### src/hw/rtl/fgtr_pkg.sv
package fgtr_pkg;

  localparam int FontWords = 63;
  localparam int FontAw    = $clog2(FontWords);
  localparam int GlyphCount = 45;

  localparam logic [5:0] NO_GLYPH = 6'd63;

  localparam logic [9:0]  WIDTH_NORM  = 10'd320;
  localparam logic [9:0]  WIDTH_DBL   = 10'd640;
  localparam logic [9:0]  CURSOR_STEP = 10'd6;
  localparam logic [3:0]  PIX_NORM    = 4'd6;
  localparam logic [3:0]  PIX_DBL     = 4'd12;
  localparam logic [3:0]  LAST_NORM   = 4'd6;
  localparam logic [3:0]  LAST_DBL    = 4'd13;
  localparam logic [31:0] STRIDE_NORM = 32'd640;
  localparam logic [31:0] STRIDE_DBL  = 32'd1280;

  localparam logic CFG_WIDTH = 1'b0;
  localparam logic CFG_BASE  = 1'b1;

  typedef enum logic [1:0] {
    ST_FILL,
    ST_IDLE,
    ST_START,
    ST_RUN
  } state_e;

  // character code (low 7 bits) to glyph number
  function automatic logic [5:0] glyph_of(input logic [6:0] c);
    logic [5:0] g;
    g = NO_GLYPH;
    if (c >= 7'h30 && c <= 7'h39) begin
      g = 6'(c - 7'h30);
    end else if (c >= 7'h41 && c <= 7'h5A) begin
      g = 6'(c - 7'h41 + 7'd10);
    end else if (c >= 7'h61 && c <= 7'h7A) begin
      g = 6'(c - 7'h61 + 7'd10);
    end else begin
      case (c)
        7'h3A:   g = 6'd36;
        7'h28:   g = 6'd37;
        7'h29:   g = 6'd38;
        7'h2D:   g = 6'd39;
        7'h3F:   g = 6'd40;
        7'h21:   g = 6'd41;
        7'h2B:   g = 6'd42;
        7'h25:   g = 6'd43;
        7'h2E:   g = 6'd44;
        default: g = NO_GLYPH;
      endcase
    end
    return g;
  endfunction

  // font rows, five glyphs side by side per word, leftmost pixel at bit 31
  function automatic logic [31:0] font_word(input logic [FontAw-1:0] idx);
    logic [31:0] w;
    case (idx)
      6'd0:  w = 32'h70871C30;  6'd1:  w = 32'h8988A250;  6'd2:  w = 32'h88808290;
      6'd3:  w = 32'h88831C90;  6'd4:  w = 32'h888402F8;  6'd5:  w = 32'h88882210;
      6'd6:  w = 32'h71CF9C10;  6'd7:  w = 32'hF9CF9C70;  6'd8:  w = 32'h8228A288;
      6'd9:  w = 32'hF200A288;  6'd10: w = 32'h0BC11C78;  6'd11: w = 32'h0A222208;
      6'd12: w = 32'h8A222288;  6'd13: w = 32'h71C21C70;  6'd14: w = 32'h23C738F8;
      6'd15: w = 32'h5228A480;  6'd16: w = 32'h8A282280;  6'd17: w = 32'h8BC822F0;
      6'd18: w = 32'hFA282280;  6'd19: w = 32'h8A28A480;  6'd20: w = 32'h8BC738F8;
      6'd21: w = 32'hF9C89C08;  6'd22: w = 32'h82288808;  6'd23: w = 32'h82088808;
      6'd24: w = 32'hF2EF8808;  6'd25: w = 32'h82288888;  6'd26: w = 32'h82288888;
      6'd27: w = 32'h81C89C70;  6'd28: w = 32'h8A08A270;  6'd29: w = 32'h920DA288;
      6'd30: w = 32'hA20AB288;  6'd31: w = 32'hC20AAA88;  6'd32: w = 32'hA208A688;
      6'd33: w = 32'h9208A288;  6'd34: w = 32'h8BE8A270;  6'd35: w = 32'hF1CF1CF8;
      6'd36: w = 32'h8A28A220;  6'd37: w = 32'h8A28A020;  6'd38: w = 32'hF22F1C20;
      6'd39: w = 32'h82AA0220;  6'd40: w = 32'h82492220;  6'd41: w = 32'h81A89C20;
      6'd42: w = 32'h8A28A288;  6'd43: w = 32'h8A28A288;  6'd44: w = 32'h8A289488;
      6'd45: w = 32'h8A2A8850;  6'd46: w = 32'h894A9420;  6'd47: w = 32'h894AA220;
      6'd48: w = 32'h70852220;  6'd49: w = 32'hF8011000;  6'd50: w = 32'h08020800;
      6'd51: w = 32'h10840400;  6'd52: w = 32'h20040470;  6'd53: w = 32'h40840400;
      6'd54: w = 32'h80020800;  6'd55: w = 32'hF8011000;  6'd56: w = 32'h70800000;
      6'd57: w = 32'h88822200;  6'd58: w = 32'h08820400;  6'd59: w = 32'h108F8800;
      6'd60: w = 32'h20821000;  6'd61: w = 32'h00022200;  6'd62: w = 32'h20800020;
      default: w = 32'h0;
    endcase
    return w;
  endfunction

endpackage

### src/hw/rtl/fgtr_ram.sv
module fgtr_ram #(
  parameter int Width = 32,
  parameter int Depth = 63,
  localparam int Aw = $clog2(Depth)
) (
  input  logic             clk_i,
  input  logic             we_i,
  input  logic [Aw-1:0]    waddr_i,
  input  logic [Width-1:0] wdata_i,
  input  logic             re_i,
  input  logic [Aw-1:0]    raddr_i,
  output logic [Width-1:0] rdata_o
);

  logic [Width-1:0] mem [Depth];
  logic [Width-1:0] rdata_q;

  always_ff @(posedge clk_i) begin
    if (we_i) begin
      mem[waddr_i] <= wdata_i;
    end
    if (re_i) begin
      rdata_q <= mem[raddr_i];
    end
  end

  assign rdata_o = rdata_q;

endmodule

### src/hw/rtl/font_glyph_text_renderer_top.sv
// Path: a taken character passes the start state, the font RAM read register
// and the output register. Throughput: one row word per cycle from the font RAM
// read port while m_axis does not stall; 7 rows per character at width 320, 14
// at 640; no new character is taken before its last row is issued; one that
// draws nothing is taken and leaves the block idle. Reset: asynchronous, active
// low; the font RAM is then loaded from the package table (63 words), during which no character is taken.
module font_glyph_text_renderer_top (
  input  logic        clk_i,
  input  logic        rst_ni,
  input  logic        cfg_we_i,
  input  logic        cfg_idx_i,
  input  logic [31:0] cfg_data_i,
  input  logic        s_axis_tvalid_i,
  output logic        s_axis_tready_o,
  input  logic [31:0] s_axis_tdata_i,   // pos_x[9:0], pos_y[18:10], char_code[26:19]
  input  logic        s_axis_tuser_i,   // set_cursor
  output logic        m_axis_tvalid_o,
  input  logic        m_axis_tready_i,
  output logic [47:0] m_axis_tdata_o,   // write_address[31:0], pixel_mask[43:32],
                                        // pixel_count[47:44]
  output logic        m_axis_tlast_o    // last_row
);

  localparam int Aw = fgtr_pkg::FontAw;

  fgtr_pkg::state_e state_q, state_d;

  logic [Aw-1:0] fill_q;
  logic [9:0]    width_q;
  logic [31:0]   base_q;
  logic [9:0]    col_q;
  logic [8:0]    row_q;
  logic [9:0]    x_q;
  logic [8:0]    y_q;
  logic [5:0]    glyph_q;
  logic          dbl_q;
  logic [Aw-1:0] rbase_q;
  logic [2:0]    rem_q;
  logic [31:0]   addr_q;
  logic [3:0]    run_q;

  logic          p_q;
  logic [31:0]   p_addr_q;
  logic          p_last_q;
  logic          p_dbl_q;
  logic [2:0]    p_rem_q;

  logic          out_valid_q;
  logic [31:0]   out_addr_q;
  logic [11:0]   out_mask_q;
  logic [3:0]    out_cnt_q;
  logic          out_last_q;

  logic          in_acc, draw, issue, load, run_last, fill_we, fill_done;
  logic [9:0]    cx;
  logic [8:0]    cy;
  logic [5:0]    gnew;
  logic [3:0]    gq;
  logic [31:0]   offset;
  logic [Aw-1:0] raddr;
  logic [31:0]   rdata;
  logic [5:0]    seg, bits;
  logic [11:0]   mask;

  // input fields
  assign cx   = s_axis_tuser_i ? s_axis_tdata_i[9:0] : col_q;
  assign cy   = s_axis_tuser_i ? s_axis_tdata_i[18:10] : row_q;
  assign gnew = fgtr_pkg::glyph_of(s_axis_tdata_i[25:19]);
  assign draw = (gnew < 6'(fgtr_pkg::GlyphCount)) &&
                (width_q == fgtr_pkg::WIDTH_NORM || width_q == fgtr_pkg::WIDTH_DBL);

  assign in_acc    = s_axis_tvalid_i && s_axis_tready_o;
  assign fill_done = (fill_q == Aw'(fgtr_pkg::FontWords - 1));
  assign load      = p_q && (!out_valid_q || m_axis_tready_i);
  assign run_last  = dbl_q ? (run_q == fgtr_pkg::LAST_DBL) : (run_q == fgtr_pkg::LAST_NORM);

  // next state
  always_comb begin
    state_d = state_q;
    case (state_q)
      fgtr_pkg::ST_FILL: begin
        if (fill_done) state_d = fgtr_pkg::ST_IDLE;
      end
      fgtr_pkg::ST_IDLE: begin
        if (in_acc && draw) state_d = fgtr_pkg::ST_START;
      end
      fgtr_pkg::ST_START: begin
        state_d = fgtr_pkg::ST_RUN;
      end
      fgtr_pkg::ST_RUN: begin
        if (issue && run_last) state_d = fgtr_pkg::ST_IDLE;
      end
      default: state_d = fgtr_pkg::ST_FILL;
    endcase
  end

  // state outputs
  always_comb begin
    s_axis_tready_o = 1'b0;
    issue           = 1'b0;
    fill_we         = 1'b0;
    case (state_q)
      fgtr_pkg::ST_FILL:  fill_we = 1'b1;
      fgtr_pkg::ST_IDLE:  s_axis_tready_o = 1'b1;
      fgtr_pkg::ST_START: issue = 1'b0;
      fgtr_pkg::ST_RUN:   issue = !p_q || load;
      default:            fill_we = 1'b0;
    endcase
  end

  assign raddr = rbase_q + (dbl_q ? Aw'(run_q[3:1]) : Aw'(run_q[2:0]));

  fgtr_ram #(
    .Width(32),
    .Depth(fgtr_pkg::FontWords)
  ) u_font (
    .clk_i  (clk_i),
    .we_i   (fill_we),
    .waddr_i(fill_q),
    .wdata_i(fgtr_pkg::font_word(fill_q)),
    .re_i   (issue),
    .raddr_i(raddr),
    .rdata_o(rdata)
  );

  // glyph column within the word, then pixel order reversed (bit 0 = leftmost)
  always_comb begin
    case (p_rem_q)
      3'd0:    seg = rdata[31:26];
      3'd1:    seg = rdata[25:20];
      3'd2:    seg = rdata[19:14];
      3'd3:    seg = rdata[13:8];
      3'd4:    seg = rdata[7:2];
      default: seg = 6'd0;
    endcase
    for (int j = 0; j < 6; j++) begin
      bits[j]         = seg[5-j];
      mask[2*j]       = p_dbl_q ? bits[j] : 1'b0;
      mask[2*j+1]     = p_dbl_q ? bits[j] : 1'b0;
    end
    if (!p_dbl_q) mask = {6'd0, bits};
  end

  // glyph / 5 via multiply by 13 and shift, valid below 64
  assign gq = 4'((10'(glyph_q) * 10'd13) >> 6);

  always_comb begin
    if (dbl_q) begin
      offset = (32'(y_q) << 11) + (32'(y_q) << 9) + (32'(x_q) << 2);
    end else begin
      offset = (32'(y_q) << 9) + (32'(y_q) << 7) + (32'(x_q) << 1);
    end
  end

  always_ff @(posedge clk_i or negedge rst_ni) begin
    if (!rst_ni) begin
      state_q     <= fgtr_pkg::ST_FILL;
      fill_q      <= '0;
      width_q     <= fgtr_pkg::WIDTH_NORM;
      base_q      <= '0;
      col_q       <= '0;
      row_q       <= '0;
      p_q         <= 1'b0;
      out_valid_q <= 1'b0;
    end else begin
      state_q <= state_d;
      if (fill_we && !fill_done) fill_q <= fill_q + Aw'(1);
      if (cfg_we_i) begin
        case (cfg_idx_i)
          fgtr_pkg::CFG_WIDTH: width_q <= cfg_data_i[9:0];
          fgtr_pkg::CFG_BASE:  base_q  <= cfg_data_i;
          default:             base_q  <= base_q;
        endcase
      end
      if (in_acc) begin
        col_q <= cx + fgtr_pkg::CURSOR_STEP;
        row_q <= cy;
      end
      if (issue) begin
        p_q <= 1'b1;
      end else if (load) begin
        p_q <= 1'b0;
      end
      if (load) begin
        out_valid_q <= 1'b1;
      end else if (m_axis_tready_i) begin
        out_valid_q <= 1'b0;
      end
    end
  end

  // payload
  always_ff @(posedge clk_i) begin
    if (in_acc) begin
      x_q     <= cx;
      y_q     <= cy;
      glyph_q <= gnew;
      dbl_q   <= (width_q == fgtr_pkg::WIDTH_DBL);
    end
    if (state_q == fgtr_pkg::ST_START) begin
      rbase_q <= Aw'((7'(gq) << 3) - 7'(gq));
      rem_q   <= 3'(glyph_q - 6'(6'(gq) * 6'd5));
      addr_q  <= base_q + offset;
      run_q   <= '0;
    end else if (issue) begin
      addr_q <= addr_q + (dbl_q ? fgtr_pkg::STRIDE_DBL : fgtr_pkg::STRIDE_NORM);
      run_q  <= run_q + 4'd1;
    end
    if (issue) begin
      p_addr_q <= addr_q;
      p_last_q <= run_last;
      p_dbl_q  <= dbl_q;
      p_rem_q  <= rem_q;
    end
    if (load) begin
      out_addr_q <= p_addr_q;
      out_mask_q <= mask;
      out_cnt_q  <= p_dbl_q ? fgtr_pkg::PIX_DBL : fgtr_pkg::PIX_NORM;
      out_last_q <= p_last_q;
    end
  end

  assign m_axis_tvalid_o = out_valid_q;
  assign m_axis_tdata_o  = {out_cnt_q, out_mask_q, out_addr_q};
  assign m_axis_tlast_o  = out_last_q;

endmodule
### config.mk
export PLATFORM = sky130hd
export DESIGN_NAME = font_glyph_text_renderer_top
export DESIGN_NICKNAME = d
export VERILOG_FILES = /design/src/hw/rtl/fgtr_pkg.sv /design/src/hw/rtl/fgtr_ram.sv /design/src/hw/rtl/font_glyph_text_renderer_top.sv
export SDC_FILE = /design/constraint.sdc
export NUM_CORES = 2
export LEC_CHECK = 0
export BUFFER_PORTS_ARGS = -buffer_cell sky130_fd_sc_hd__buf_2
export CAP_MARGIN = 40
export CORE_UTILIZATION = 50
export DETAILED_ROUTE_END_ITERATION = 10
export GPL_TIMING_DRIVEN = 0
export PLACE_DENSITY = 0.7
export SYNTH_ARGS = -nofsm -noshare
export SYNTH_HDL_FRONTEND = slang
export SYNTH_SLANG_ARGS = --single-unit
### constraint.sdc
create_clock -name clk_i -period 5.35 [get_ports clk_i]
set_input_delay 0.2675 -clock clk_i [delete_from_list [all_inputs] [get_ports clk_i]]
set_output_delay 0.2675 -clock clk_i [all_outputs]
set_load 0.02 [all_outputs]
==> results.md <==
* DR WL met3 at 18800 um
* Predominant post-synthesis flop cell: edfxtp_1
* Ys Warns at 0
* Kind of critical path: flop to flop
* Final worst setup slack at 133 ps
* Worst-Skew Late Latency at 810 ps
* Top cell type's share of synthesized area at 70.4%
* Cell variety after synth at 79
* Crit. End Element: flop
* CTS sink cnt at 1822
* GRT overflow at 0
* Worst reg2reg path endpoint: addr_q[19]
* Worst Skew at 56.5 ps
* Worst hold start: s_axis_tvalid_i
* CTS tree: yes
* Hold WS at 60.7 ps
* GPL Wtd Cong at 0.899
* Fmax at 0.192 GHz
* Data arrival, critical path at 5740 ps
* Hold EP: col_q[1]
* Final Net Count at 4424
* Initial detailed-routing violation count at 5250
* Drt wl/cell at 30.7 um
* First-pass GRT wire length at 279000 um
* Detailed-route via count at 40000
* Avg Inst Size Synth at 19.9 sq um
* Vias per inst at 6.33
* Slew Limit Fails at 0
* Vias in the first global route at 39400
* Final Instance Area at 0.0873 sq mm
* Starting density of the core at 50.4%
* Clk buf depth at 3
* CTS clk-pin slew, worst paths at 60 ps
* Inserted Clock Buffers at 179
* Synth area leaders: edfxtp_1, mux4_2, dfrtp_1
* GR Util All Layers at 25.9%
* DR pass1 iterations at 6
* Crit share post-route at 97.5%
* ANT nets after route at 0
* Largest net degree at the start of global routing at 64
* Post-synth EDFFs at 1747
* Final-layout fill cell count at 10400
* Setup-failing EPs final at 0
* Tightest Pin Transition at 994 ps
* Initial antenna violation count at 11
* Routed WL at 193000 um
* Die width at 388 um
* Worst min-delay path class: primary input to flop
* Die area at 0.151 sq mm
* HPWL after DPL at 130000 um
* Seq/Total Area, Yosys at 72.9%
* Core Region at 0.148 sq mm
* P&R area growth vs syn at 17.2%
* H-tree Lvls at 4
* Outcome: finished, final reports clean
* Pre-CTS setup slack at -1540 ps
* Synth Register Bits at 1822
* Data required, critical path at 5870 ps
* Top Metal Used: met5
* Ys async rst share at 3.90%
* # rows at 141
* Worst r2r src: y_q[0]
* Final min period at 5220 ps
* Ports at 122
* Post-route DRC at 0
* I/O Buffers at 110
* Max FO, Critical Path at 5
* Hold depth at 5
* CTS root buf: clkbuf_16
* M1 WL at 75200 um
* Max-slew headroom at 33.8%
* Netlist Area Pre-Place at 0.0745 sq mm
* Worst R2R Setup Slack at 130 ps
* Synthesized instance count at 3738
* Crit start category: flop
* Met2 routed WL at 92100 um
* Cell taking the most area after synthesis: edfxtp_1
* Max-cap viol count at 0
* Register-to-Register Path Depth at 20
* Hold Violations, Final at 0
* Share of cells above drive strength 1 at 29.2%
* Height of the die at 388 um
* Placed Area at 0.0811 sq mm
## critical path, cell delays in order (launching register included)
cell       delay, ps
edfxtp_1         450
inv_1            150
fa_1             480
fa_1             480
nor2b_1          120
o21ai_0          110
a21boi_1         210
o21ai_1          120
a21boi_2         220
o21a_1           170
nor3_1            60
o31ai_2          310
ha_1             340
and3_1           170
a221o_1          380
a2111oi_4        280
or2_2            210
nand2b_1          70
a21oi_1          200
xor2_1           320
a21oi_1          120
## sequential cells by signal (all words and copies together) (netlist names), 3 cells and up
signal,flops
addr_q,32
base_q,32
col_q,10
fill_q,6
glyph_q,6
out_addr_q,32
out_mask_q,8
p_addr_q,32
p_rem_q,3
rbase_q,6
rem_q,3
row_q,9
run_q,4
u_font.mem,1575
u_font.rdata_o,25
width_q,10
x_q,10
y_q,9
## final cells by class
type                            count  area (sq um)  share of cell area [%]
Buffer                            194           883                    1.01
Sequential cell                  1822         54300                    62.2
Multi-Input combinational cell   1655         19900                    22.8
Antenna cell                        4          10.0                  0.0115
Clock buffer                      222          4710                    5.40
Timing Repair Buffer              329          4120                    4.72
Inverter                           68           255                   0.292
Clock inverter                     86           751                   0.860
Tap cell                         1930          2410                    2.76
## worst max-delay path by stage
stage                     startpoint            endpoint  slack [ps]  cells past startpoint
after detailed placement       dbl_q  u_font.rdata_o[19]       -1540                     12
after CTS                      dbl_q  u_font.rdata_o[30]          30                     13
after floorplan            fill_q[1]    u_font.mem[0][6]         300                      9
after global routing          y_q[0]          addr_q[19]         -40                     20
after global placement     fill_q[1]  u_font.mem[58][13]       -4420                      7
final                         y_q[0]          addr_q[19]         130                     20
## per-stage QoR
step                      utilization [%]  setup TNS (ps)  cells
after floorplan                         -               0   3740
after global placement               52.4        -3347220   5780
after detailed placement             54.9          -38580   5934
after CTS                            59.0               0   6304
after global routing                 59.1           -35.8   6306
final                                59.1               0   6310
## cell usage after synthesis, types with 8 or more instances
library cell and count:
fa_1 11, nand4_1 13, nand2b_1 11, and2_1 11
ha_1 93, buf_2 49, nand3_1 47, mux4_2 501
mux2i_1 34, a31oi_1 10, clkbuf_1 119, dfrtp_1 69
xor2_1 23, nor3_1 31, a21oi_1 99, buf_1 20
and3_1 11, a22oi_1 11, nor2b_1 23, nor2_1 158
mux2_2 80, o211ai_1 10, inv_1 65, a211oi_1 13
edfxtp_1 1747, o21a_1 8, o21ai_0 113, a21o_1 17
xnor2_1 53, nand2_1 151
## placed cells by master, fill, tap and decap left out, types with 17 or more instances in the layout
master	count
dlygate4sd3_1	61
buf_1	19
mux4_2	501
nor2_4	62
clkinv_2	22
xor2_1	23
nor3_1	30
nand2_1	150
edfxtp_1	1747
a21oi_1	96
nor2b_1	23
buf_8	19
buf_2	157
nand3_1	45
nor2_1	96
buf_16	49
mux2i_1	34
clkbuf_1	124
buf_6	22
mux2_2	80
o21ai_0	104
a21o_1	17
clkbuf_16	181
xnor2_1	52
buf_4	31
dfrtp_1	69
clkinv_1	39
buf_12	45
clkbuf_2	25
ha_1	93
inv_1	65
## kinds of logic (layout without fill, tap and decap cells)
| logic type | after synthesis | in the layout | share of synthesized area, % |
|---|---|---|---|
| and+or+nand+nor | 491 | 491 | 3.02 |
| xor gates and xnor gates | 77 | 77 | 0.915 |
| other | 2 | 8 | 0.0101 |
| DFF | 1822 | 1822 | 72.9 |
| adders and majority gates | 104 | 104 | 1.86 |
| AOI/OAI and AO/OA | 363 | 363 | 3.06 |
| muxes | 616 | 616 | 16.8 |
| buffers and inverters | 263 | 899 | 1.45 |
## routing by layer
metal | track usage [%] | vias to the layer above
met1 | 36.5 | 20900
met4 | 9.31 | 8
met2 | 40.6 | 2226
met5 | 0 | -
li1 | - | 16400
met3 | 5.01 | 404
## repair_timing
item,in CTS,in global routing
hold buffers,61,0
resized for setup,46,10
hold endpoints to repair,154,0
pin swaps,2,6
setup buffers,1,2
endpoints found under the setup margin,32,24
cloned,0,0
Power is not shown: default switching activity piles up to over one toggle a cycle in this logic, so the estimate is an artifact.
